[config.mk]
export PLATFORM = sky130hd
export DESIGN_NAME = mouse_event_report_accumulator_top
export DESIGN_NICKNAME = d
export VERILOG_FILES = /design/src/mera_pkg.sv /design/src/mera_in_stage.sv /design/src/mera_acc_core.sv /design/src/mouse_event_report_accumulator_top.sv
export SDC_FILE = /design/constraint.sdc
export NUM_CORES = 1
export LEC_CHECK = 0
export BUFFER_PORTS_ARGS = -buffer_cell sky130_fd_sc_hd__buf_2
export CAP_MARGIN = 20
export CORE_ASPECT_RATIO = 1.5
export CORE_MARGIN = 2
export CORE_UTILIZATION = 55
export CTS_CLUSTER_DIAMETER = 100
export CTS_CLUSTER_SIZE = 28
export DETAILED_ROUTE_END_ITERATION = 8
export GPL_TIMING_DRIVEN = 0
export HOLD_SLACK_MARGIN = 0.1
export PLACE_DENSITY = 0.74
export SKIP_LAST_GASP = 1
export SLEW_MARGIN = 15
export SYNTH_ARGS = -nofsm -noshare
export SYNTH_HDL_FRONTEND = slang
export SYNTH_HIERARCHICAL = 1
export SYNTH_SLANG_ARGS = --single-unit
[constraint.sdc]
create_clock -name clk -period 6.3 [get_ports clk]
set_input_delay 0.63 -clock clk [delete_from_list [all_inputs] [get_ports clk]]
set_output_delay 0.63 -clock clk [all_outputs]
set_load 0.01 [all_outputs]
[src/mera_pkg.sv]
// shared types, constants and helper functions for the mouse report accumulator
package mera_pkg;

  localparam int NUM_BUTTONS = 8;

  localparam int CODE_W = 10;
  localparam int VALUE_W = 32;
  localparam int MASK_W = 16;
  localparam int MOVE_W = 16;
  localparam int WHEEL_W = 8;
  localparam int BTN_IDX_W = 4;

  typedef enum logic [1:0] {
    OP_REL     = 2'd0,
    OP_BUTTON  = 2'd1,
    OP_EXTRACT = 2'd2
  } opcode_t;

  localparam logic [CODE_W-1:0] AXIS_X = 10'd0;
  localparam logic [CODE_W-1:0] AXIS_Y = 10'd1;
  localparam logic [CODE_W-1:0] AXIS_HWHEEL = 10'd6;
  localparam logic [CODE_W-1:0] AXIS_WHEEL = 10'd8;

  localparam logic [CODE_W-1:0] BTN_BASE = 10'h110;
  localparam logic [CODE_W-1:0] BTN_END = CODE_W'(BTN_BASE + NUM_BUTTONS);

  localparam logic signed [VALUE_W-1:0] ACC_MAX = 32'sh7FFF_FFFF;
  localparam logic signed [VALUE_W-1:0] ACC_MIN = 32'sh8000_0000;
  localparam logic signed [VALUE_W-1:0] MOVE_HI = 32'sd32767;
  localparam logic signed [VALUE_W-1:0] MOVE_LO = -32'sd32768;
  localparam logic signed [VALUE_W-1:0] WHEEL_HI = 32'sd127;
  localparam logic signed [VALUE_W-1:0] WHEEL_LO = -32'sd128;

  typedef struct packed {
    logic                      valid;
    opcode_t                   op;
    logic [CODE_W-1:0]         code;
    logic signed [VALUE_W-1:0] value;
  } item_t;

  function automatic logic signed [VALUE_W-1:0] sat_add(
    input logic signed [VALUE_W-1:0] a,
    input logic signed [VALUE_W-1:0] b
  );
    logic signed [VALUE_W:0] s;
    s = {a[VALUE_W-1], a} + {b[VALUE_W-1], b};
    // sign of the wide sum picks the rail on overflow
    if (s[VALUE_W] != s[VALUE_W-1]) begin
      return s[VALUE_W] ? ACC_MIN : ACC_MAX;
    end
    return s[VALUE_W-1:0];
  endfunction

  function automatic logic signed [MOVE_W-1:0] clamp_move(
    input logic signed [VALUE_W-1:0] v
  );
    if (v > MOVE_HI) begin
      return MOVE_HI[MOVE_W-1:0];
    end else if (v < MOVE_LO) begin
      return MOVE_LO[MOVE_W-1:0];
    end
    return v[MOVE_W-1:0];
  endfunction

  function automatic logic signed [WHEEL_W-1:0] clamp_wheel(
    input logic signed [VALUE_W-1:0] v
  );
    if (v > WHEEL_HI) begin
      return WHEEL_HI[WHEEL_W-1:0];
    end else if (v < WHEEL_LO) begin
      return WHEEL_LO[WHEEL_W-1:0];
    end
    return v[WHEEL_W-1:0];
  endfunction

endpackage

[src/mera_in_stage.sv]
// input register stage holding one event transaction
module mera_in_stage (
  input  logic                               clk,
  input  logic                               rst_n,
  input  logic                               in_valid,
  output logic                               in_ready,
  input  logic [1:0]                         in_opcode,
  input  logic [mera_pkg::CODE_W-1:0]        in_event_code,
  input  logic signed [mera_pkg::VALUE_W-1:0] in_event_value,
  input  logic                               take,
  output mera_pkg::item_t                    item
);
  import mera_pkg::*;

  item_t item_r;
  item_t item_nxt;

  // stage frees up in the same cycle the core consumes it
  assign in_ready = !item_r.valid || take;
  assign item = item_r;

  always_comb begin
    item_nxt = item_r;
    if (in_valid && in_ready) begin
      item_nxt.valid = 1'b1;
      item_nxt.op    = opcode_t'(in_opcode);
      item_nxt.code  = in_event_code;
      item_nxt.value = in_event_value;
    end else if (take) begin
      item_nxt.valid = 1'b0;
    end
  end

  always_ff @(posedge clk) begin
    if (!rst_n) begin
      item_r.valid <= 1'b0;
    end else begin
      item_r.valid <= item_nxt.valid;
    end
    item_r.op    <= item_nxt.op;
    item_r.code  <= item_nxt.code;
    item_r.value <= item_nxt.value;
  end

endmodule

[src/mera_acc_core.sv]
// accumulators, button mask and the report output register
module mera_acc_core (
  input  logic                                clk,
  input  logic                                rst_n,
  input  mera_pkg::item_t                     item,
  output logic                                take,
  output logic                                out_valid,
  input  logic                                out_ready,
  output logic [mera_pkg::MASK_W-1:0]         out_button_mask,
  output logic signed [mera_pkg::MOVE_W-1:0]  out_move_x,
  output logic signed [mera_pkg::MOVE_W-1:0]  out_move_y,
  output logic signed [mera_pkg::WHEEL_W-1:0] out_wheel,
  output logic signed [mera_pkg::WHEEL_W-1:0] out_hwheel
);
  import mera_pkg::*;

  logic signed [VALUE_W-1:0] acc_x_r, acc_x_nxt;
  logic signed [VALUE_W-1:0] acc_y_r, acc_y_nxt;
  logic signed [VALUE_W-1:0] acc_wheel_r, acc_wheel_nxt;
  logic signed [VALUE_W-1:0] acc_hwheel_r, acc_hwheel_nxt;
  logic [MASK_W-1:0]         held_r, held_nxt;

  logic                      out_valid_r, out_valid_nxt;
  logic [MASK_W-1:0]         mask_r;
  logic signed [MOVE_W-1:0]  move_x_r, move_y_r;
  logic signed [WHEEL_W-1:0] wheel_r, hwheel_r;

  logic                      is_extract;
  logic                      load_report;
  logic [BTN_IDX_W-1:0]      btn_idx;

  assign is_extract = item.valid && (item.op == OP_EXTRACT);
  // only an extract can stall, and only on a full report register
  assign take = item.valid && (!is_extract || !out_valid_r || out_ready);
  assign load_report = take && is_extract;
  assign btn_idx = BTN_IDX_W'(item.code - BTN_BASE);

  always_comb begin
    acc_x_nxt      = acc_x_r;
    acc_y_nxt      = acc_y_r;
    acc_wheel_nxt  = acc_wheel_r;
    acc_hwheel_nxt = acc_hwheel_r;
    held_nxt       = held_r;
    if (take) begin
      unique case (item.op)
        OP_REL: begin
          if (item.code == AXIS_X) begin
            acc_x_nxt = sat_add(acc_x_r, item.value);
          end else if (item.code == AXIS_Y) begin
            acc_y_nxt = sat_add(acc_y_r, item.value);
          end else if (item.code == AXIS_WHEEL) begin
            acc_wheel_nxt = sat_add(acc_wheel_r, item.value);
          end else if (item.code == AXIS_HWHEEL) begin
            acc_hwheel_nxt = sat_add(acc_hwheel_r, item.value);
          end
        end
        OP_BUTTON: begin
          if (item.code >= BTN_BASE && item.code < BTN_END) begin
            held_nxt[btn_idx] = (item.value != '0);
          end
        end
        OP_EXTRACT: begin
          acc_x_nxt      = '0;
          acc_y_nxt      = '0;
          acc_wheel_nxt  = '0;
          acc_hwheel_nxt = '0;
        end
        default: begin
        end
      endcase
    end
  end

  always_comb begin
    out_valid_nxt = out_valid_r;
    if (load_report) begin
      out_valid_nxt = 1'b1;
    end else if (out_ready) begin
      out_valid_nxt = 1'b0;
    end
  end

  always_ff @(posedge clk) begin
    if (!rst_n) begin
      acc_x_r      <= '0;
      acc_y_r      <= '0;
      acc_wheel_r  <= '0;
      acc_hwheel_r <= '0;
      held_r       <= '0;
      out_valid_r  <= 1'b0;
    end else begin
      acc_x_r      <= acc_x_nxt;
      acc_y_r      <= acc_y_nxt;
      acc_wheel_r  <= acc_wheel_nxt;
      acc_hwheel_r <= acc_hwheel_nxt;
      held_r       <= held_nxt;
      out_valid_r  <= out_valid_nxt;
    end
  end

  always_ff @(posedge clk) begin
    if (load_report) begin
      mask_r   <= held_r;
      move_x_r <= clamp_move(acc_x_r);
      move_y_r <= clamp_move(acc_y_r);
      wheel_r  <= clamp_wheel(acc_wheel_r);
      hwheel_r <= clamp_wheel(acc_hwheel_r);
    end
  end

  assign out_valid       = out_valid_r;
  assign out_button_mask = mask_r;
  assign out_move_x      = move_x_r;
  assign out_move_y      = move_y_r;
  assign out_wheel       = wheel_r;
  assign out_hwheel      = hwheel_r;

endmodule

[src/mouse_event_report_accumulator_top.sv]
// path: an accepted extract is held in the input stage register, then its report is loaded
// into the report output register, once that register is not stalled on the output side
// throughput: one event per cycle; only an extract waiting on a full report register stalls
// reset: synchronous active-low rst_n clears accumulators, held button mask and all valid flags
// top level of the mouse event report accumulator
module mouse_event_report_accumulator_top (
  input  logic                                clk,
  input  logic                                rst_n,
  input  logic                                in_valid,
  output logic                                in_ready,
  input  logic [1:0]                          in_opcode,
  input  logic [mera_pkg::CODE_W-1:0]         in_event_code,
  input  logic signed [mera_pkg::VALUE_W-1:0] in_event_value,
  output logic                                out_valid,
  input  logic                                out_ready,
  output logic [mera_pkg::MASK_W-1:0]         out_button_mask,
  output logic signed [mera_pkg::MOVE_W-1:0]  out_move_x,
  output logic signed [mera_pkg::MOVE_W-1:0]  out_move_y,
  output logic signed [mera_pkg::WHEEL_W-1:0] out_wheel,
  output logic signed [mera_pkg::WHEEL_W-1:0] out_hwheel
);
  import mera_pkg::*;

  item_t item;
  logic  take;

  mera_in_stage u_in_stage (
    .clk           (clk),
    .rst_n         (rst_n),
    .in_valid      (in_valid),
    .in_ready      (in_ready),
    .in_opcode     (in_opcode),
    .in_event_code (in_event_code),
    .in_event_value(in_event_value),
    .take          (take),
    .item          (item)
  );

  mera_acc_core u_acc_core (
    .clk            (clk),
    .rst_n          (rst_n),
    .item           (item),
    .take           (take),
    .out_valid      (out_valid),
    .out_ready      (out_ready),
    .out_button_mask(out_button_mask),
    .out_move_x     (out_move_x),
    .out_move_y     (out_move_y),
    .out_wheel      (out_wheel),
    .out_hwheel     (out_hwheel)
  );

endmodule

=== Word level (Yosys, flattened, before mapping) ===
Cells that the tools add are included.

* Input port bits: 48
* Word-level logic and storage cells: 150
* Output and inout bits: 66
* Register bits: 254

* Equal/unequal tests: 16
* Reduce and logical (&&, ||, !) cells: 23
* Order comparisons: 12
* $add $sub $neg: 5
* Mux-type cells: 79

{| class="wikitable"
|+ Operators by type and width
! operator !! count
|-
| 2-to-1 mux 32 bit || 22
|-
| case mux 32 bit (2 select lines) || 4
|-
| adder 32 x 32 -> 33 bit || 4
|-
| 2-to-1 mux 16 bit || 6
|-
| greater-than comparator 32 x 16 -> 1 bit, second input constant || 2
|-
| greater-than comparator 32 x 8 -> 1 bit, second input constant || 2
|-
| less-than comparator 32 x 16 -> 1 bit, second input constant || 2
|-
| less-than comparator 32 x 8 -> 1 bit, second input constant || 2
|-
| 2-to-1 mux 8 bit || 6
|-
| 2-to-1 mux 1 bit || 39
|-
| nonzero test 32 bit || 1
|-
| bitwise mux 16 bit || 1
|-
| == test 10 x 1 -> 1 bit, second input constant || 1
|-
| == test 10 x 3 -> 1 bit, second input constant || 1
|-
| == test 10 x 4 -> 1 bit, second input constant || 1
|-
| >= comparator 10 x 9 -> 1 bit, second input constant || 1
|-
| logical NOT 10 bit || 1
|-
| less-than comparator 10 x 9 -> 1 bit, second input constant || 1
|-
| != test 2 x 1 -> 1 bit, second input constant || 4
|-
| logical AND 1 bit || 6
|-
| != test 2 bit, second input constant || 3
|-
| AND reduction 3 bit || 2
|-
| AND reduction 6 bit || 1
|-
| nonzero test 2 bit || 3
|-
| other kinds (12) || 19
|}

=== Logic depth before layout (Yosys ltp) ===
* Depth after elaboration: 15
* Depth in mapped cells: 13
* Gate-level depth less buffers: 11

=== Hierarchy ===
The synthesis kept the hierarchy.

{| class="wikitable"
|+ Modules (own cells, without submodules)
! module !! times used !! cells each !! sequential area each (sq um) !! area an instance (sq um)
|-
| mera_acc_core || 1 || 1815 || 4824.6 || 14938.1
|-
| mera_in_stage || 1 || 49 || 1341.3 || 1378.8
|}

=== Worst setup path before layout ===
Ideal clock, no wire load.

* Kind: register to register
* Start: reg u_in_stage.item_r (netlist bit u_in_stage/item[43])
* End: reg u_acc_core.mask_r[0] (netlist: u_acc_core/out_button_mask[0]) (enable)
* Stages on the path, launching flop included: 6
* Required time: 5814 ps
* Setup slack: 2178 ps
* Data arrival time: 3636 ps
* Clock period less this slack: 4122 ps
* Library setup time: 486 ps
* Path buffers: 2
* Path through: edfxtp_1 > clkbuf_1 > nor2b_1 > clkbuf_1 > nand2_1 > nor2_1

* Word-level cells in the longest chain between the ends: 7

{| class="wikitable"
|+ RTL lines
! element !! RTL line !! text
|-
| start: declaration || mera_in_stage.sv:15 || <nowiki>item_t item_r;</nowiki>
|-
| == test 2 bit * || mera_acc_core.sv:32 || <nowiki>assign is_extract = item.valid && (item.op == OP_EXTRACT);</nowiki>
|-
| logical AND 1 bit * || mera_acc_core.sv:32 ||
|-
| logical NOT 1 bit || mera_acc_core.sv:34 || <nowiki>assign take = item.valid && (!is_extract || !out_valid_r || out_ready);</nowiki>
|-
| logical OR 1 bit (2 in a row) || mera_acc_core.sv:34 ||
|-
| logical AND 1 bit || mera_acc_core.sv:34 ||
|-
| logical AND 1 bit * || mera_acc_core.sv:35 || <nowiki>assign load_report = take && is_extract;</nowiki>
|-
| via u_acc_core.load_report || mera_acc_core.sv:29 || <nowiki>logic load_report;</nowiki>
|-
| end signal: assignment || mera_acc_core.sv:103 || <nowiki>mask_r <= held_r;</nowiki>
|-
| end: declaration || mera_acc_core.sv:24 || <nowiki>logic [MASK_W-1:0] mask_r;</nowiki>
|}

Mark *: on every way through the listed nets, which the timed path passes. The rest lies on a longest branch.
A chain may end at the register's enable or synchronous reset.

=== Worst setup path in the final report ===
* Start: reg u_in_stage.item_r (netlist bit u_in_stage/item[0])
* End: reg u_acc_core.acc_y_r[18]

* Word-level cells in the longest chain between the ends: 11

{| class="wikitable"
|+ RTL lines
! element !! RTL line !! text
|-
| adder 32 x 32 -> 33 bit * || mera_pkg.sv:46 || <nowiki>s = {a[VALUE_W-1], a} + {b[VALUE_W-1], b};</nowiki>
|-
| != test 1 bit || mera_pkg.sv:48 || <nowiki>if (s[VALUE_W] != s[VALUE_W-1]) begin</nowiki>
|-
| 2-to-1 mux 1 bit || mera_pkg.sv:48 ||
|-
| 2-to-1 mux 1 bit || mera_acc_core.sv:49 || <nowiki>end else if (item.code == AXIS_Y) begin</nowiki>
|-
| 2-to-1 mux 1 bit || mera_acc_core.sv:47 || <nowiki>if (item.code == AXIS_X) begin</nowiki>
|-
| 2-to-1 mux 1 bit || mera_acc_core.sv:45 || <nowiki>unique case (item.op)</nowiki>
|-
| 2-to-1 mux 1 bit || mera_acc_core.sv:44 || <nowiki>if (take) begin</nowiki>
|-
| 2-to-1 mux 32 bit * || mera_pkg.sv:51 || <nowiki>return s[VALUE_W-1:0];</nowiki>
|-
| 2-to-1 mux 32 bit * || mera_acc_core.sv:49 ||
|-
| 2-to-1 mux 32 bit * || mera_acc_core.sv:47 ||
|-
| case mux 32 bit (2 select lines) * || mera_acc_core.sv:45 ||
|-
| end signal: assignment || mera_acc_core.sv:93 || <nowiki>acc_y_r <= acc_y_nxt;</nowiki>
|-
| end: declaration || mera_acc_core.sv:18 || <nowiki>logic signed [VALUE_W-1:0] acc_y_r, acc_y_nxt;</nowiki>
|}

Mark *: on every way between the ends. The rest lies on a longest branch, timed or not. The select of a mux whose other input is x is not followed.

==> key figures <==
Clocking
  • Setup repair bufs after CTS: 0
  • Worst-skew pair later-pin latency: 0.52 ns
  • Root Buffer: clkbuf_16
  • Clk buf depth: 3
  • PostCTS Resize Cnt: 0
  • CTS Buf Count: 13
  • CTS Hold Bufs: 0
  • Clock Sinks: 254
  • CTS tree: done
  • Clock Pin Slew Worst Setup and Hold Paths: 0.12 ns
  • H-tree depth: 1

Logic synthesis
  • Register area share after synthesis: 37.8%
  • Mux cell area share after synthesis: 0.253%
  • Post-Syn Nets: 2044
  • Avg Cell Area, Syn: 8.75 sq um
  • Synthesized cell area: 16300 sq um
  • Synth unique cells: 83
  • FF+latch count, synth: 254
  • Synth Area in Simple Gates: 16.1%
  • Most numerous cell in the Yosys netlist: nand2_1
  • Post-synth EDFFs: 108
  • Post-synthesis async set-or-reset flop share: 0%
  • Most area-consuming cells after synthesis: edfxtp_1 (20%), dfxtp_1 (18%), ha_1 (9.8%), a21oi_1 (6.5%), nand2_1 (5.2%)
  • Most area-hungry cell type in the Yosys netlist: edfxtp_1
  • Largest family of logic cells by synthesized area: compound AO/OA/AOI/OAI gates
  • Compound-Gate Fraction of Synth Area: 26.4%
  • XOR/XNOR Fraction of Synth Area: 5.85%
  • Yosys warns: 6
  • Post-Synth Adder-Cell Area: 10.3%
  • Leading register cell type out of synthesis: dfxtp_1
  • Share of the synthesized area in the top cell type: 19.9%
  • Synthesized instance count: 1864
  • Most frequent cells after synthesis: nand2_1 (227), a21oi_1 (211), o21ai_0 (147)

Floorplanning
  • Die H: 215 um
  • Initial Utilization: 55.5%
  • Die X: 145 um
  • FP Rows: 77
  • Ports: 114
  • Core ar.: 29400 sq um
  • Die footprint: 31100 sq um

Timing
  • Final Hold Fails: 0
  • Final Skew: 0.0372 ns
  • Final setup violation count: 0
  • Crit path time final: 4.49 ns
  • Tcrit/Tclk final: 71.3%
  • Worst Tran Pin Value: 1.17 ns
  • Max Slew Vio Count: 0
  • Max Fclk: 222 MHz
  • Setup TNS: 0 ns
  • RSZ-0062 raised after global routing: false
  • Worst relative slew slack: 19.9%

Global routing
  • GRT Total Usage: 31.0%
  • First-pass GRT wire length: 75200 um
  • Vias in the first global route: 14300
  • Global route overflow: 0
  • Largest net degree at the start of global routing: 45
  • Initial antenna violation count: 0

Critical path
  • CP Class: reg2reg
  • Critical Path Start Type: register
  • Worst EP required: 6.66 ns
  • Worst reg2reg path startpoint: u_in_stage/item[0]
  • Max FO, Critical Path: 10
  • Worst Path Arrival: 4.86 ns
  • Critical path origin: u_in_stage/item[0]
  • Worst setup EP type: register

Cells and area
  • Layout cell share with drive strength beyond 1: 8.69%
  • # nets final: 2176
  • Antenna Diode Count: 0
  • Final Cell Area: 17800 sq um
  • P&R area growth vs syn: 9.28%
  • Filler instances: 2568

Route
  • Initial DRC Count: 1195
  • Drt drc: 0
  • Routed len/inst: 20.4 um
  • Via count: 14900
  • DR vias/cell: 6.20
  • DR pass1 iterations: 6
  • WL final: 48900 um
  • ANT nets after route: 0

Power and ir drop
  • Leakage: 7.39 nW
  • Total power: 0.00348 W
  • Worst vdd ir: 0.000230 V
  • Pwr dens: 195 nW/um^2

Place
  • Detail Placement HPWL: 36300 um
  • Area after DPL: 17400 sq um
  • Final GP Congestion: 0.954
  • Port bufs: 113

Hold path
  • Hold crit path type: in2reg
  • Hold_sp: in_event_value[1]

Run status
  • Outcome: finished clean

Job
  • Maxcap violations: 0
[sequential cells by signal (all words and copies together) (netlist names)]
| register | count |
|---|---|
| u_acc_core/out_wheel | 8 |
| u_acc_core/out_valid | 1 |
| u_acc_core/acc_x_r | 32 |
| u_acc_core/acc_wheel_r | 32 |
| u_acc_core/out_hwheel | 8 |
| u_acc_core/held_r | 16 |
| u_acc_core/out_move_x | 16 |
| u_in_stage/item | 45 |
| u_acc_core/out_move_y | 16 |
| u_acc_core/out_button_mask | 16 |
| u_acc_core/acc_y_r | 32 |
| u_acc_core/acc_hwheel_r | 32 |
[final timing paths]
path                                     to  slack (ns)  cells past startpoint
max                  u_acc_core/acc_y_r[18]        1.81                     12
min                      u_in_stage/item[1]        0.28                      1
min reg2reg  u_acc_core/out_button_mask[10]        0.43                      0
max reg2reg          u_acc_core/acc_y_r[18]        1.81                     12
[cells by family after synthesis]
family                   Yosys count
adder cells (fa/ha/maj)          132
flip-flops                       254
AO/OA/AOI/OAI                    672
AND/OR/NAND/NOR                  558
multiplexers                       4
XOR/XNOR                         109
buffers and inverters            135
[critical path, stage by stage, from the launching register on]
cell,delay [ns]
edfxtp_1,0.66
ha_1,0.37
fa_1,0.45
a211oi_1,0.34
o211ai_1,0.23
a2111oi_2,0.48
o31ai_1,0.24
o21ai_0,0.32
nor3_1,0.07
mux2_2,0.37
nand2_1,0.27
clkbuf_1,0.41
o21ai_0,0.16
[through the flow]
step           util [%]  cells  worst slack (ns)  hold slack [ns]
3_5_place_dp       59.3   2375              1.88            0.409
4_1_cts            60.6   2396              1.84            0.268
5_1_grt            60.7   2397              1.57            0.267
3_3_place_gp       59.1   2372             0.394            0.408
6_report           60.7   2397              1.81            0.280
2_1_floorplan         -   1864              2.18            0.400
[report_power, final]
| part | switching (W) | leakage (nW) | internal [W] | total [W] |
|---|---|---|---|---|
| clock network | 0.000558 | 0.186 | 0.000402 | 0.000960 |
| logic | 0.000398 | 5.00 | 0.000247 | 0.000646 |
| registers | 0.0000911 | 2.20 | 0.00179 | 0.00188 |
| total | 0.00105 | 7.39 | 0.00244 | 0.00348 |
[area by class of cell]
cell class              instances  area (sq um)  area share [%]
plain buffers                  88           363            2.03
clock inverters                 3          43.8           0.246
inverters                      47           176           0.989
multi-input cells            1475          9630            54.0
flip-flops and latches        254          6170            34.6
repair buffers                117           617            3.46
clock buffers                  18           344            1.93
well taps                     395           494            2.77
[routing by layer]
metal	routed length, um	vias up	GRT usage [%]
met5	0	-	0
met4	3120	0	18.1
met3	2940	154	4.21
met2	23400	547	52.5
met1	19400	6987	37.1
li1	-	7170	-
[cell usage in the layout, fill, tap and decap left out, types with 8 or more instances in the layout]
cell,n
a211oi_1,20
a21o_1,97
a21oi_1,211
a22o_1,9
a31oi_1,13
a32o_1,8
and2_1,18
and3_1,11
buf_2,127
clkbuf_1,74
clkbuf_16,13
dfxtp_1,146
edfxtp_1,108
ha_1,128
inv_1,46
nand2_1,227
nand2b_1,16
nand3_1,25
nand4_1,41
nor2_1,117
nor2b_1,12
nor3_1,24
nor4_1,29
o211ai_1,42
o21a_1,14
o21ai_0,147
o21bai_1,22
o31ai_1,8
or4_1,8
xnor2_1,65
xor2_1,44
Note: power is estimated with default switching activity, not from simulation.
